$ cat src/rtl/core/cpau_pkg.sv
// ----------------------------------------------------------------------------
// cpau_pkg
// Shared types and constants of the complex polar arithmetic unit: operation
// codes, quadrant codes, CORDIC angle table and gain correction.
// ----------------------------------------------------------------------------
package cpau_pkg;

    // Default configuration
    localparam int COMP_WIDTH_DEF    = 16;
    localparam int CORDIC_STAGES_DEF = 16;
    localparam int QUEUE_DEPTH       = 4;

    // Operation codes
    typedef enum logic [1:0] {
        FUNC_POLAR      = 2'd0,
        FUNC_FROM_POLAR = 2'd1,
        FUNC_ADD        = 2'd2,
        FUNC_MUL        = 2'd3
    } func_t;

    // Quadrant base angles: 0, 90, 180 and 270 degrees
    typedef enum logic [1:0] {
        QUAD_0   = 2'd0,
        QUAD_90  = 2'd1,
        QUAD_180 = 2'd2,
        QUAD_270 = 2'd3
    } quad_t;

    // Inverse CORDIC gain, Q0.30
    localparam logic [29:0] GAIN_INV = 30'd652032874;

    // Phase rounding offset at the 16-bit output point
    localparam logic [31:0] PHASE_HALF = 32'h0000_8000;

    // atan(2^-i) in units of 2^-32 turn
    localparam logic [31:0] ANGLE_TAB [0:31] = '{
        32'h20000000, 32'h12E4051E, 32'h09FB385B, 32'h051111D4,
        32'h028B0D43, 32'h0145D7E1, 32'h00A2F61E, 32'h00517C55,
        32'h0028BE53, 32'h00145F2F, 32'h000A2F98, 32'h000517CC,
        32'h00028BE6, 32'h000145F3, 32'h0000A2FA, 32'h0000517D,
        32'h000028BE, 32'h0000145F, 32'h00000A30, 32'h00000518,
        32'h0000028C, 32'h00000146, 32'h000000A3, 32'h00000051,
        32'h00000029, 32'h00000014, 32'h0000000A, 32'h00000005,
        32'h00000003, 32'h00000001, 32'h00000001, 32'h00000000
    };

endpackage

$ cat src/rtl/core/cpau_front.sv
// ----------------------------------------------------------------------------
// cpau_front
// Input stage: takes items from the input channel, compares the operands
// and packs the item for the queue.
// ----------------------------------------------------------------------------
module cpau_front #(
    parameter int COMP_WIDTH = cpau_pkg::COMP_WIDTH_DEF
) (
    input  logic                         clk,
    input  logic                         rst_n,
    input  logic                         in_valid,
    output logic                         in_ready,
    input  logic [1:0]                   func,
    input  logic signed [COMP_WIDTH-1:0] a_re,
    input  logic signed [COMP_WIDTH-1:0] a_im,
    input  logic signed [COMP_WIDTH-1:0] b_re,
    input  logic signed [COMP_WIDTH-1:0] b_im,
    input  logic [COMP_WIDTH-1:0]        pol_mag,
    input  logic [15:0]                  pol_phase,
    output logic                         push_valid,
    input  logic                         push_ready,
    output logic [5*COMP_WIDTH+18:0]     push_data
);
    import cpau_pkg::*;

    localparam int W = COMP_WIDTH;

    typedef struct packed {
        func_t                func;
        logic                 eq;
        logic signed [W-1:0]  a_re;
        logic signed [W-1:0]  a_im;
        logic signed [W-1:0]  b_re;
        logic signed [W-1:0]  b_im;
        logic [W-1:0]         pol_mag;
        logic [15:0]          pol_phase;
    } item_t;

    logic  f_valid_reg;
    item_t f_item_reg;
    item_t f_item_next;
    logic  take;

    assign in_ready = !f_valid_reg || push_ready;
    assign take     = in_valid && in_ready;

    // Classify the incoming item
    always_comb
    begin
        f_item_next.func      = func_t'(func);
        f_item_next.eq        = (a_re == b_re) && (a_im == b_im);
        f_item_next.a_re      = a_re;
        f_item_next.a_im      = a_im;
        f_item_next.b_re      = b_re;
        f_item_next.b_im      = b_im;
        f_item_next.pol_mag   = pol_mag;
        f_item_next.pol_phase = pol_phase;
    end

    // Hold the item until the queue takes it
    always_ff @(posedge clk or negedge rst_n)
    begin
        if (!rst_n)
        begin
            f_valid_reg <= 1'b0;
        end
        else if (in_ready)
        begin
            f_valid_reg <= in_valid;
        end
    end

    always_ff @(posedge clk)
    begin
        if (take)
        begin
            f_item_reg <= f_item_next;
        end
    end

    assign push_valid = f_valid_reg;
    assign push_data  = f_item_reg;

endmodule

$ cat config.mk
export PLATFORM = sky130hd
export DESIGN_NAME = cpau_front
export DESIGN_NICKNAME = d
export VERILOG_FILES = /design/src/rtl/core/cpau_pkg.sv /design/src/rtl/core/cpau_front.sv
export SDC_FILE = /design/constraint.sdc
export NUM_CORES = 1
export LEC_CHECK = 0
export BUFFER_PORTS_ARGS = -buffer_cell sky130_fd_sc_hd__buf_2
export CAP_MARGIN = 20
export CORE_MARGIN = 4
export CORE_UTILIZATION = 46
export DETAILED_ROUTE_END_ITERATION = 8
export GPL_ROUTABILITY_DRIVEN = 0
export PLACE_DENSITY = 0.84
export RECOVER_POWER = 100
export REMOVE_ABC_BUFFERS = 1
export SYNTH_ARGS = -nofsm -noshare
export SYNTH_HDL_FRONTEND = slang
export SYNTH_SLANG_ARGS = --single-unit
$ cat constraint.sdc
create_clock -name clk -period 5.7 [get_ports clk]
set_input_delay 1.14 -clock clk [delete_from_list [all_inputs] [get_ports clk]]
set_output_delay 1.14 -clock clk [all_outputs]
set_load 0.1 [all_outputs]
# --- Yosys cells after proc, flatten, opt, wreduce, memory -nomap -nowiden ---
# Cells that the tools add are included.
op_classes:
  n_eq_ne: 2
  reduce_logical: 4
op_table:
  columns: ["op", "count"]
  rows:
  - ["== test 16 bit", 2]
  - ["logical AND 1 bit", 2]
  - ["zero test 1 bit", 1]
  - ["logical OR 1 bit", 1]
word_totals:
  output_inout_bits: 101
  wordCells: 15
  register_bits: 100

# --- Depth between registers and ports, before layout ---
logic_depth:
  word_depth: 3
  ltp_mapped: 4

# --- Least setup slack after synthesis ---
# OpenSTA, ideal clock, no wires.
synth_path:
  kind: "input to register"
  startpoint: "input port push_ready"
  endpoint: "register f_item_reg, in the netlist push_data[0], enable pin"
  required_ps: 5232
  path_buffers: 0
  path_stages: 2
  t_arrival_ps: 4350
  path_slack_ps: 881
  cell_sequence: "nand2b_1 -> and2_1"
synth_via:
  elab_chain_len: 2
synth_lines:
  columns: ["item", "line", "source"]
  rows:
  - ["from (decl)", "cpau_front.sv:21", "input logic push_ready,"]
  - ["logical OR 1 bit", "cpau_front.sv:44", "assign in_ready = !f_valid_reg || push_ready;"]
  - ["logical AND 1 bit", "cpau_front.sv:45", "assign take = in_valid && in_ready;"]
  - ["net take", "cpau_front.sv:42", "logic take;"]
  - ["to (signal assigned)", "cpau_front.sv:77", "f_item_reg <= f_item_next;"]
  - ["to (decl)", "cpau_front.sv:40", "item_t f_item_reg;"]
# The timed path passes the listed nets, and every way through them passes these cells.
# A chain may end at the register's enable or synchronous reset.

# --- Final worst setup path ---
layout_path:
  startpoint: "input port push_ready"
  endpoint: "output port in_ready"
layout_via:
  elab_chain_len: 1
layout_lines:
  columns: ["item", "line", "source"]
  rows:
  - ["logical OR 1 bit", "cpau_front.sv:44", null]
  - ["to (decl)", "cpau_front.sv:12", "output logic in_ready,"]
# Every way passes these cells.

==> impl_results.rst <==
.. list-table::
   :header-rows: 1

   * - Metric
     - Value
   * - Run status
     - finished, final reports clean
   * - Multi-input logic area
     - 367.9 µm²
   * - Register-to-register setup slack
     - 3620 ps
   * - First-pass GRT wire length
     - 11070 µm
   * - Leftover overflow at the end of global routing
     - 0
   * - Floorplan core area
     - 0.006944 mm²
   * - Vias in the first global route
     - 2219
   * - Post-detailed-placement half-perimeter wirelength
     - 5889 µm
   * - Iteration-0 DRC count of the detailed router
     - 44
   * - Data required time at the worst endpoint
     - 4560 ps
   * - Cells after Synth
     - 146
   * - Antenna violations before repair
     - 0
   * - Library cell contributing the largest single delay on the critical path
     - sky130_fd_sc_hd__clkbuf_1
   * - Residual DRC
     - 0
   * - Number of placed instances with taps included
     - 445
   * - Startpoint of the worst register-to-register path
     - push_valid
   * - Worst R2R Path Depth
     - 3
   * - Number of register bits inferred by synthesis
     - 100
   * - Total of cells resized after clock tree synthesis
     - 0
   * - Total count of hold-check failures in the final report
     - 0
   * - Antenna cells
     - 0
   * - Worst Hold Slack
     - 558.8 ps
   * - Worst-skew pair later-pin latency
     - 350 ps
   * - Maximum clock insertion buffer count
     - 2
   * - Area of the mapped netlist
     - 0.003363 mm²
   * - Die boundary width
     - 93.51 µm
   * - Mapped Avg Cell Area
     - 23.04 µm²
   * - Maximum fanout count along the critical path
     - 3
   * - Top Family by Delay on Critical Path
     - buffers and inverters
   * - Portion of the post-synthesis area used by sequential elements
     - 0.8914
   * - Min Tclk post-route
     - 3352 ps
   * - Yosys warns
     - 0
   * - FILL cells
     - 585
   * - TNS Setup
     - 0 ps
   * - Initial Utilization
     - 0.4843
   * - Number of buffers added for setup after CTS
     - 0
   * - Maximum clock rate
     - 298.4 MHz
   * - First-pass DRT Iterations
     - 4
   * - Endpoint of the lowest-slack register-to-register path
     - push_data[72]
   * - Top library cells by usage in the layout, fill and taps aside
     - 162 x sky130_fd_sc_hd__clkbuf_1, 99 x sky130_fd_sc_hd__edfxtp_1, 40 x sky130_fd_sc_hd__buf_2, 32 x sky130_fd_sc_hd__xor2_1, 9 x sky130_fd_sc_hd__clkbuf_8
   * - Post-synthesis to final-layout area growth
     - 34.30%
   * - Setup repair after global routing missed its margin
     - no
   * - Slew at the pin with the worst max-slew slack
     - 1218 ps
   * - Most frequent standard cell in the layout excluding fill and tap cells
     - sky130_fd_sc_hd__clkbuf_1
   * - Fraction of layout cells with a size suffix above 1
     - 0.1534
   * - Setup violators final
     - 0
   * - Post-detailed-routing wire length
     - 7565 µm
   * - Final Skew
     - 7.845 ps
   * - Max_slew headroom
     - 0.1916
   * - Maximum Capacitance Violations
     - 0
   * - Total number of vias
     - 2114
   * - Top Ports
     - 203
   * - Worst endpoint data arrival time
     - 2210 ps
   * - Hold_buf cts
     - 0
   * - Leakage power
     - 1.560 nW
   * - Number of buffers added by the clock tree synthesis step
     - 9
   * - Vertical die dimension
     - 93.51 µm
   * - Period Utilization, post-route
     - 0.5880
   * - Type of the worst setup path
     - input pin to output port
   * - Seq. cell area
     - 0.002998 mm²
   * - Tightest Hold Check Type
     - input pin to asynchronous set/reset pin
   * - Max-slew violations
     - 0
   * - Number of buffers inserted by port buffering
     - 202
   * - Antenna-violating nets left
     - 0
   * - Num rows
     - 30
   * - Number of buffer and inverter instances along the worst setup path
     - 2
   * - Filler-free cell count of the finished design
     - 461
   * - Global Route Usage Sum
     - 0.1697
   * - Routed len/inst
     - 16.41 µm
   * - Die ar.
     - 0.008743 mm²
   * - Crit path capture type
     - output port
   * - Number of vias per cell
     - 4.586
   * - CP Launch Type
     - input pin
   * - CP cell instances
     - buf_2, nand2b_1, clkbuf_1
   * - TritonCTS clock tree
     - done
   * - Pin count of the biggest net entering global routing
     - 58
   * - Largest stage delay on the critical path
     - 870 ps
   * - Nets
     - 462
   * - Sinks on the clock net
     - 100
   * - Count of cell types in the netlist
     - 8
   * - IR Drop Worst-Case VDD
     - 179.9 µV
   * - Clock slew at reported path FFs
     - 80 ps
   * - Clock root buffer
     - sky130_fd_sc_hd__clkbuf_8
   * - Power density cells
     - 380.8 mW/mm²
   * - CTS H-tree depth
     - 3
## logic make-up after synthesis
group                     count (synthesis)  synth area share
xor gates and xnor gates                 32           0.08333
and+or+nand+nor                          14           0.02530
DFF                                     100            0.8914
## layer usage
metal / part of all wire / vias to the layer above / GRT usage
li1: - / 992 / -
met1: 0.34 / 992 / 0.1786
met2: 0.54 / 119 / 0.3103
met3: 0.10 / 11 / 0.05551
met4: 0.013 / 0 / 0.06716
met5: 0 / - / 0
## power by group
group	switching, W	leakage, nW	internal [W]
Combinational	0.000340	0.505	0.0000442
Sequential	0.0000101	0.954	0.000856
Clock	0.000224	0.101	0.000245
## cell usage after synthesis
master / count / area [µm²]
sky130_fd_sc_hd__and2_1: 1 / 6.260
sky130_fd_sc_hd__dfrtp_1: 1 / 25.02
sky130_fd_sc_hd__edfxtp_1: 99 / 2973
sky130_fd_sc_hd__nand2b_1: 2 / 12.51
sky130_fd_sc_hd__nand4_1: 2 / 12.51
sky130_fd_sc_hd__nor2_1: 1 / 3.750
sky130_fd_sc_hd__nor4_1: 8 / 50.05
sky130_fd_sc_hd__xor2_1: 32 / 280.3
## flip-flops by register name, indices dropped and copies added, names as in the netlist
signal,count
push_data,99
push_valid,1
## metrics by stage
stage | util | instance area (µm²) | setup WS [ps] | total power [W]
after floorplan | - | 3363 | 881.5 | 0.001198
after global placement | 0.6486 | 4504 | 2796 | 0.001279
after detailed placement | 0.6486 | 4504 | 2756 | 0.001285
after CTS | 0.6796 | 4720 | 2787 | 0.001750
after global routing | 0.6505 | 4517 | 2297 | 0.001786
final | 0.6505 | 4517 | 2348 | 0.001720
## layout make-up
class | count | area share
flip-flops and latches | 100 | 0.6637
repair buffers | 203 | 0.1806
multi-input cells | 46 | 0.08144
clock buffers | 9 | 0.02742
well taps | 96 | 0.02659
clock inverters | 7 | 0.02022
## worst register-to-register path: cells and delay by family (launching register included)
| family | cells | cell delay, ps |
|---|---|---|
| buffers and inverters | 1 | 700 |
| and+or+nand+nor | 2 | 610 |
| DFF | 1 | 390 |
## worst max path at each step
stage / start / endpoint / slack [ps] / cells past startpoint
floorplan: push_ready / push_data[0] / 880 / 2
detailed placement: push_ready / push_data[37] / 2760 / 4
global route: push_ready / in_ready / 2300 / 3
CTS: push_ready / in_ready / 2790 / 3
global placement: push_ready / in_ready / 2800 / 3
finish: push_ready / in_ready / 2350 / 3
No activity file was read; power rests on OpenSTA's default activity.
