--- src/rtl/core/cpau_pkg.sv ---
// ----------------------------------------------------------------------------
// cpau_pkg
// Shared types and constants of the complex polar arithmetic unit: operation
// codes, quadrant codes, CORDIC angle table and gain correction.
// ----------------------------------------------------------------------------
package cpau_pkg;

    // Default configuration
    localparam int COMP_WIDTH_DEF    = 16;
    localparam int CORDIC_STAGES_DEF = 16;
    localparam int QUEUE_DEPTH       = 4;

    // Operation codes
    typedef enum logic [1:0] {
        FUNC_POLAR      = 2'd0,
        FUNC_FROM_POLAR = 2'd1,
        FUNC_ADD        = 2'd2,
        FUNC_MUL        = 2'd3
    } func_t;

    // Quadrant base angles: 0, 90, 180 and 270 degrees
    typedef enum logic [1:0] {
        QUAD_0   = 2'd0,
        QUAD_90  = 2'd1,
        QUAD_180 = 2'd2,
        QUAD_270 = 2'd3
    } quad_t;

    // Inverse CORDIC gain, Q0.30
    localparam logic [29:0] GAIN_INV = 30'd652032874;

    // Phase rounding offset at the 16-bit output point
    localparam logic [31:0] PHASE_HALF = 32'h0000_8000;

    // atan(2^-i) in units of 2^-32 turn
    localparam logic [31:0] ANGLE_TAB [0:31] = '{
        32'h20000000, 32'h12E4051E, 32'h09FB385B, 32'h051111D4,
        32'h028B0D43, 32'h0145D7E1, 32'h00A2F61E, 32'h00517C55,
        32'h0028BE53, 32'h00145F2F, 32'h000A2F98, 32'h000517CC,
        32'h00028BE6, 32'h000145F3, 32'h0000A2FA, 32'h0000517D,
        32'h000028BE, 32'h0000145F, 32'h00000A30, 32'h00000518,
        32'h0000028C, 32'h00000146, 32'h000000A3, 32'h00000051,
        32'h00000029, 32'h00000014, 32'h0000000A, 32'h00000005,
        32'h00000003, 32'h00000001, 32'h00000001, 32'h00000000
    };

endpackage

--- src/rtl/core/cpau_queue.sv ---
// ----------------------------------------------------------------------------
// cpau_queue
// Short FIFO between the front and the back so each side stalls on its own.
// ----------------------------------------------------------------------------
module cpau_queue #(
    parameter int DW    = 99,
    parameter int DEPTH = cpau_pkg::QUEUE_DEPTH
) (
    input  logic          clk,
    input  logic          rst_n,
    input  logic          push_valid,
    output logic          push_ready,
    input  logic [DW-1:0] push_data,
    output logic          pop_valid,
    input  logic          pop_ready,
    output logic [DW-1:0] pop_data
);
    import cpau_pkg::*;

    localparam int AW = (DEPTH > 1) ? $clog2(DEPTH) : 1;
    localparam int CW = $clog2(DEPTH + 1);

    logic [DW-1:0] mem_reg [0:DEPTH-1];
    logic [AW-1:0] wr_ptr_reg, rd_ptr_reg;
    logic [CW-1:0] count_reg, count_next;
    logic          push, pop;

    assign push_ready = (count_reg != CW'(DEPTH));
    assign pop_valid  = (count_reg != '0);
    assign push       = push_valid && push_ready;
    assign pop        = pop_valid && pop_ready;
    assign pop_data   = mem_reg[rd_ptr_reg];

    // Track the fill level
    always_comb
    begin
        count_next = count_reg;
        if (push && !pop)
        begin
            count_next = count_reg + CW'(1);
        end
        else if (pop && !push)
        begin
            count_next = count_reg - CW'(1);
        end
    end

    // Advance pointers
    always_ff @(posedge clk or negedge rst_n)
    begin
        if (!rst_n)
        begin
            wr_ptr_reg <= '0;
            rd_ptr_reg <= '0;
            count_reg  <= '0;
        end
        else
        begin
            count_reg <= count_next;
            if (push)
            begin
                wr_ptr_reg <= (wr_ptr_reg == AW'(DEPTH - 1)) ? '0 : wr_ptr_reg + AW'(1);
            end
            if (pop)
            begin
                rd_ptr_reg <= (rd_ptr_reg == AW'(DEPTH - 1)) ? '0 : rd_ptr_reg + AW'(1);
            end
        end
    end

    // Store items
    always_ff @(posedge clk)
    begin
        if (push)
        begin
            mem_reg[wr_ptr_reg] <= push_data;
        end
    end

endmodule

--- config.mk ---
export PLATFORM = sky130hd
export DESIGN_NAME = cpau_queue
export DESIGN_NICKNAME = d
export VERILOG_FILES = /design/src/rtl/core/cpau_pkg.sv /design/src/rtl/core/cpau_queue.sv
export SDC_FILE = /design/constraint.sdc
export NUM_CORES = 1
export LEC_CHECK = 0
export ABC_CLOCK_PERIOD_IN_PS = 2300
export BUFFER_PORTS_ARGS = -buffer_cell sky130_fd_sc_hd__buf_2
export CAP_MARGIN = 20
export CELL_PAD_IN_SITES_DETAIL_PLACEMENT = 0
export CELL_PAD_IN_SITES_GLOBAL_PLACEMENT = 1
export CORE_MARGIN = 2
export CORE_UTILIZATION = 45
export DETAILED_ROUTE_END_ITERATION = 12
export GPL_TIMING_DRIVEN = 0
export PLACE_DENSITY_LB_ADDON = 0.1
export SYNTH_ARGS = -nofsm -noshare
export SYNTH_HDL_FRONTEND = slang
export SYNTH_SLANG_ARGS = --single-unit
--- constraint.sdc ---
create_clock -name clk -period 2.3 [get_ports clk]
set_input_delay 0.575 -clock clk [delete_from_list [all_inputs] [get_ports clk]]
set_output_delay 0.575 -clock clk [all_outputs]
set_load 0.005 [all_outputs]
== After elaboration in Yosys (flattened, before gate mapping) ==
Memories as Yosys holds them, arrays and structs flattened.
Index checks and enable logic that the tools add are counted.
Operators by class
  add/sub/neg operators: 4
  equal/unequal tests: 3
  muxes and demuxes: 6
  reductions and logical operators: 8
Operator list (number)
  3-bit 2-to-1 mux: 2
  2-bit by 1-bit adder with 2-bit output (second input constant): 2
  2-bit equality test (second input constant): 2
  1-bit logical AND: 4
  2-bit 2-to-1 mux: 2
  3-bit by 1-bit adder with 3-bit output (second input constant): 1
  3-bit != test (second input constant): 1
  3-bit nonzero test: 1
  3-bit by 1-bit subtractor with 3-bit output (second input constant): 1
  1-bit logical NOT: 2
  1-bit 2-to-1 mux: 2
  2-bit nonzero test: 1
Storage, ports and cells
  register bits after elaboration: 7
  bits in writable memories: 396
  input port bits: 103
  logic and storage cells: 25
  memories: 1
Memories
  mem_reg: depth 4, bits a word 99, read ports 1, clocked after Yosys merged registers in 0, wr ports 1, RTL line cpau_queue.sv:23  | logic [DW-1:0] mem_reg [0:DEPTH-1];

== Longest topological paths before layout ==
  depth after elaboration: 6
  gate-level depth with buffers: 8
  gate-level depth less buffers: 8

== Worst setup path after synthesis ==
OpenSTA, ideal clock, no wires.
  kind: reg-to-reg
  from: register count_reg[2]
  to: memory mem_reg[0][0], enable pin
  setup time: 413 ps
  arrival time: 1919 ps
  data required time: 1887 ps
  setup slack: -32 ps
  cell stages (with the launch flop): 3
  clock period less this slack: 2332 ps
  path through: dfrtp_1 > or3b_4 > and3_2
On the way
  word-level cells in the longest chain between the ends: 4
RTL lines
  from (decl): RTL line cpau_queue.sv:25  | logic [CW-1:0] count_reg, count_next;
  from (signal assigned): RTL line cpau_queue.sv:59  | count_reg <= count_next;
  3-bit != test: RTL line cpau_queue.sv:28  | assign push_ready = (count_reg != CW'(DEPTH));
  net push_ready: RTL line cpau_queue.sv:12  | output logic push_ready,
  1-bit logical AND: RTL line cpau_queue.sv:30  | assign push = push_valid && push_ready;
  1-bit 2-to-1 mux: RTL line cpau_queue.sv:74  | if (push)
  1-bit 2-to-1 mux (not written as such): RTL line cpau_queue.sv:76  | mem_reg[wr_ptr_reg] <= push_data;
  to (decl): RTL line cpau_queue.sv:23
The timed path passes the listed nets, and every way through them passes these cells.

== Worst setup path in the final report ==
  from: register rd_ptr_reg[0]
  to: output pop_data[49]
On the way
  word-level cells in the longest chain between the ends: 1
RTL lines
  from (decl): RTL line cpau_queue.sv:24  | logic [AW-1:0] wr_ptr_reg, rd_ptr_reg;
  from (signal assigned): RTL line cpau_queue.sv:66  | rd_ptr_reg <= (rd_ptr_reg == AW'(DEPTH - 1)) ? '0 : rd_ptr_reg + AW'(1);
  memory 4 x 99 bit
  to (decl): RTL line cpau_queue.sv:16  | output logic [DW-1:0] pop_data
No other way between the ends.

==> impl_metrics.xml <==
<?xml version="1.0" encoding="UTF-8"?>
<metrics>
  <group name="die">
    <metric name="core.rowCount" unit="">66</metric>
    <metric name="boundaryPins" unit="">204</metric>
    <metric name="floorplan.core_area" unit="um^2">32370</metric>
    <metric name="floorplan.initialDensity" unit="">0.4537</metric>
    <metric name="die_area" unit="um^2">34100</metric>
    <metric name="die_w" unit="um">184.7</metric>
    <metric name="die_height" unit="um">184.7</metric>
  </group>
  <group name="synthesis">
    <metric name="ys_seq_area_frac" unit="">0.8215</metric>
    <metric name="synth_top_area_cell" unit="">edfxtp_1</metric>
    <metric name="synth_largest_type_area_fraction" unit="">0.8096</metric>
    <metric name="syn-instance-count" unit="">553</metric>
    <metric name="yosys-top-cells-area" unit="">edfxtp_1, mux4_2, dfrtp_1</metric>
    <metric name="average_cell_area_after_synthesis" unit="um^2">26.56</metric>
    <metric name="yosys_warnings" unit="">0</metric>
    <metric name="synthesis.nets" unit="">663</metric>
    <metric name="postSynthRegisterBits" unit="">403</metric>
    <metric name="post_synth_num_cell_types" unit="">20</metric>
    <metric name="synthesis.area" unit="um^2">14690</metric>
  </group>
  <group name="cts">
    <metric name="cts.sink_count" unit="">403</metric>
    <metric name="cts_clock_pin_slew_for_the_worst_setup_and_hold_paths" unit="ps">60</metric>
    <metric name="ctsLongestPathBuffers" unit="">3</metric>
    <metric name="cts-buffers-inserted" unit="">42</metric>
    <metric name="cts.root.buffer_cell" unit="">clkbuf_16</metric>
    <metric name="htreeDepth" unit="">2</metric>
    <metric name="clk_latency" unit="ps">520</metric>
    <metric name="cts_tree" unit="">yes</metric>
  </group>
  <group name="critical_path">
    <metric name="critical_path.reg2reg.startpoint" unit="">count_reg[0]</metric>
    <metric name="critical_path_class" unit="">reg2out</metric>
    <metric name="crit_start" unit="">rd_ptr_reg[0]</metric>
    <metric name="startpoint_type" unit="">flop</metric>
    <metric name="crit_path_max_fanout" unit="">10</metric>
    <metric name="crit_chain" unit="">buf_12 &gt; buf_8 &gt; mux4_2 &gt; buf_2</metric>
    <metric name="worst_path_max_delay_cell" unit="">mux4_2</metric>
    <metric name="timing.critical_path.to_type" unit="">primary output</metric>
    <metric name="worst-endpoint-required" unit="ps">1730</metric>
    <metric name="worst_r2r_path_depth" unit="">8</metric>
    <metric name="crit_path_max_incr_delay" unit="ps">530</metric>
    <metric name="cp_data_arrival_time" unit="ps">1990</metric>
  </group>
  <group name="global_routing">
    <metric name="first_pass_grt_wire_length" unit="um">40650</metric>
    <metric name="vias_in_the_first_global_route" unit="">7118</metric>
    <metric name="antenna_found_initial" unit="">5</metric>
    <metric name="grt_remaining_overflow" unit="">0</metric>
    <metric name="groute.usage.overall" unit="">0.1609</metric>
    <metric name="pin_count_of_the_biggest_net_entering_global_routing" unit="">56</metric>
  </group>
  <group name="timing">
    <metric name="setup_viol" unit="">99</metric>
    <metric name="timing.clock.skew" unit="ps">12.59</metric>
    <metric name="worst-slew-pin-transition" unit="ps">790.4</metric>
    <metric name="final_hold_vio_count" unit="">0</metric>
    <metric name="slew_headroom" unit="">0.4731</metric>
    <metric name="period_minus_slack" unit="ps">2561</metric>
    <metric name="rsz_0062_raised_after_global_routing" unit="">yes</metric>
    <metric name="timing.final.max_slew_violations" unit="">0</metric>
    <metric name="layout_setup_ws" unit="ps">-261.5</metric>
    <metric name="min_period_over_period" unit="">1.114</metric>
    <metric name="max_freq" unit="MHz">390.4</metric>
  </group>
  <group name="worst_hold_path">
    <metric name="worst_hold_path.num_cells" unit="">1</metric>
    <metric name="hold_path_class" unit="">in2reg</metric>
    <metric name="hold_path_startpoint" unit="">push_data[61]</metric>
  </group>
  <group name="power">
    <metric name="ir_drop" unit="uV">767.5</metric>
    <metric name="power.density_cell_area" unit="nW/um^2">1290</metric>
    <metric name="power.leakage" unit="nW">6.169</metric>
  </group>
  <group name="placement">
    <metric name="numPortBuffers" unit="">203</metric>
    <metric name="dp.cells" unit="">1202</metric>
    <metric name="dp_hpwl" unit="um">16550</metric>
    <metric name="gp_congestion" unit="">0.7099</metric>
  </group>
  <group name="routing">
    <metric name="routed_wl" unit="um">27070</metric>
    <metric name="vias_per_cell" unit="">5.131</metric>
    <metric name="detail_route.first_pass.iterations" unit="">4</metric>
    <metric name="route.met2.wl" unit="um">13880</metric>
    <metric name="route.layer.met1.wl" unit="um">10820</metric>
    <metric name="dr.max_layer_used" unit="">met5</metric>
    <metric name="drc_errors" unit="">0</metric>
    <metric name="postRouteAntennaNets" unit="">0</metric>
    <metric name="num_vias" unit="">6598</metric>
    <metric name="routed_wire_length_per_instance" unit="um">21.05</metric>
    <metric name="detail_route.iter0.violations" unit="">446</metric>
    <metric name="route.met3.wl" unit="um">1926</metric>
  </group>
  <group name="finish">
    <metric name="largest_register_ffs" unit="">396</metric>
    <metric name="layout.cells.most_common_list" unit="">edfxtp_1, buf_2, mux4_2</metric>
    <metric name="syn_to_final_growth" unit="%">22.71</metric>
    <metric name="nNetsFinal" unit="">921</metric>
    <metric name="layout-drive-gt1-share" unit="">0.4869</metric>
    <metric name="final_cells" unit="">1286</metric>
    <metric name="final_core_util" unit="">0.5568</metric>
    <metric name="mostFrequentLayoutCell" unit="">edfxtp_1</metric>
  </group>
  <group name="run_status">
    <metric name="run_status" unit="">finished, violations left</metric>
    <metric name="violations" unit="">negative setup slack</metric>
  </group>
  <group name="job">
    <metric name="maxCapViolations" unit="">0</metric>
  </group>
</metrics>
[final cells by class]
type                       count  area [um^2]
inverter                       3        11.26
antenna                        2        5.005
tap                          442        553.0
timing repair buffer         214         1290
buffer                        22        275.3
sequential                   403        12070
clock inverter                18        121.4
fill                        2486        14350
clock buffer                  57         1191
multi-input combinational    125         2507
[report_power, final]
group	switching (W)	leakage, nW	total, W	internal [W]
Sequential	0.000312	3.71	0.0100	0.00970
Combinational	0.00331	1.82	0.00694	0.00363
Clock	0.00255	0.643	0.00629	0.00374
[critical path: cells and delay by family, from the launching register on]
kind | cells | cell delay [ps]
flops | 1 | 410
mux | 1 | 530
buf+inv | 3 | 510
[final timing paths]
kind	slack (ps)	to
worst min-delay path	270	mem_reg[2][61]
min in group asynchronous	420	rd_ptr_reg[1]
worst max register to register	120	count_reg[2]
worst max-delay path	-260	pop_data[49]
worst min register to register	490	count_reg[2]
max in group asynchronous	1690	count_reg[0]
[logic make-up (layout without fill, tap and decap cells)]
kind of cell | after synthesis | after routing | share of synthesized area
and+or+nand+nor | 11 | 11 | 0.004941
muxes | 104 | 104 | 0.1561
xor gates and xnor gates | 3 | 3 | 0.001789
adders and majority gates | 7 | 7 | 0.006474
DFF | 403 | 403 | 0.8215
other | 0 | 2 | 0
buffers and inverters | 25 | 314 | 0.009114
[Yosys cell counts]
master / instances
and2_4: 1
edfxtp_1: 396
or3b_4: 1
fa_1: 1
buf_4: 9
nand2_1: 1
xnor2_1: 1
mux2_2: 3
buf_1: 4
dfrtp_1: 7
mux4_2: 99
nor2_1: 3
ha_1: 6
and3_2: 4
buf_2: 5
inv_1: 3
or3_2: 1
mux2_4: 2
xor2_1: 2
clkbuf_1: 4
[through the flow]
stage	area [um^2]	total power, W	hold slack [ps]	worst slack (ps)	TNS [ps]
final	18020	0.02325	267.6	-261.5	-22810
after global routing	18020	0.02448	245.3	-336.7	-30140
after CTS	17920	0.02350	242.2	-316.9	-27700
after detailed placement	16380	0.01667	426.8	-128.2	-4428
after global placement	16260	0.01652	422.4	-1072	-422630
after floorplan	14690	0.01395	279.4	-32.38	-12820
[what timing repair did]
action                                  CTS  global route
hold buffers                              1             0
endpoints found under the setup margin   99           100
resized for setup                        53            16
setup buffers                             1             4
gates cloned                              1             0
hold endpoints to repair                  7             0
[per-layer routing]
metal	global-route usage	vias up
met5	0	-
met4	0.04032	8
met3	0.04940	43
met2	0.2732	182
met1	0.2034	3441
li1	-	2924
(Power assumes the default switching activity.)
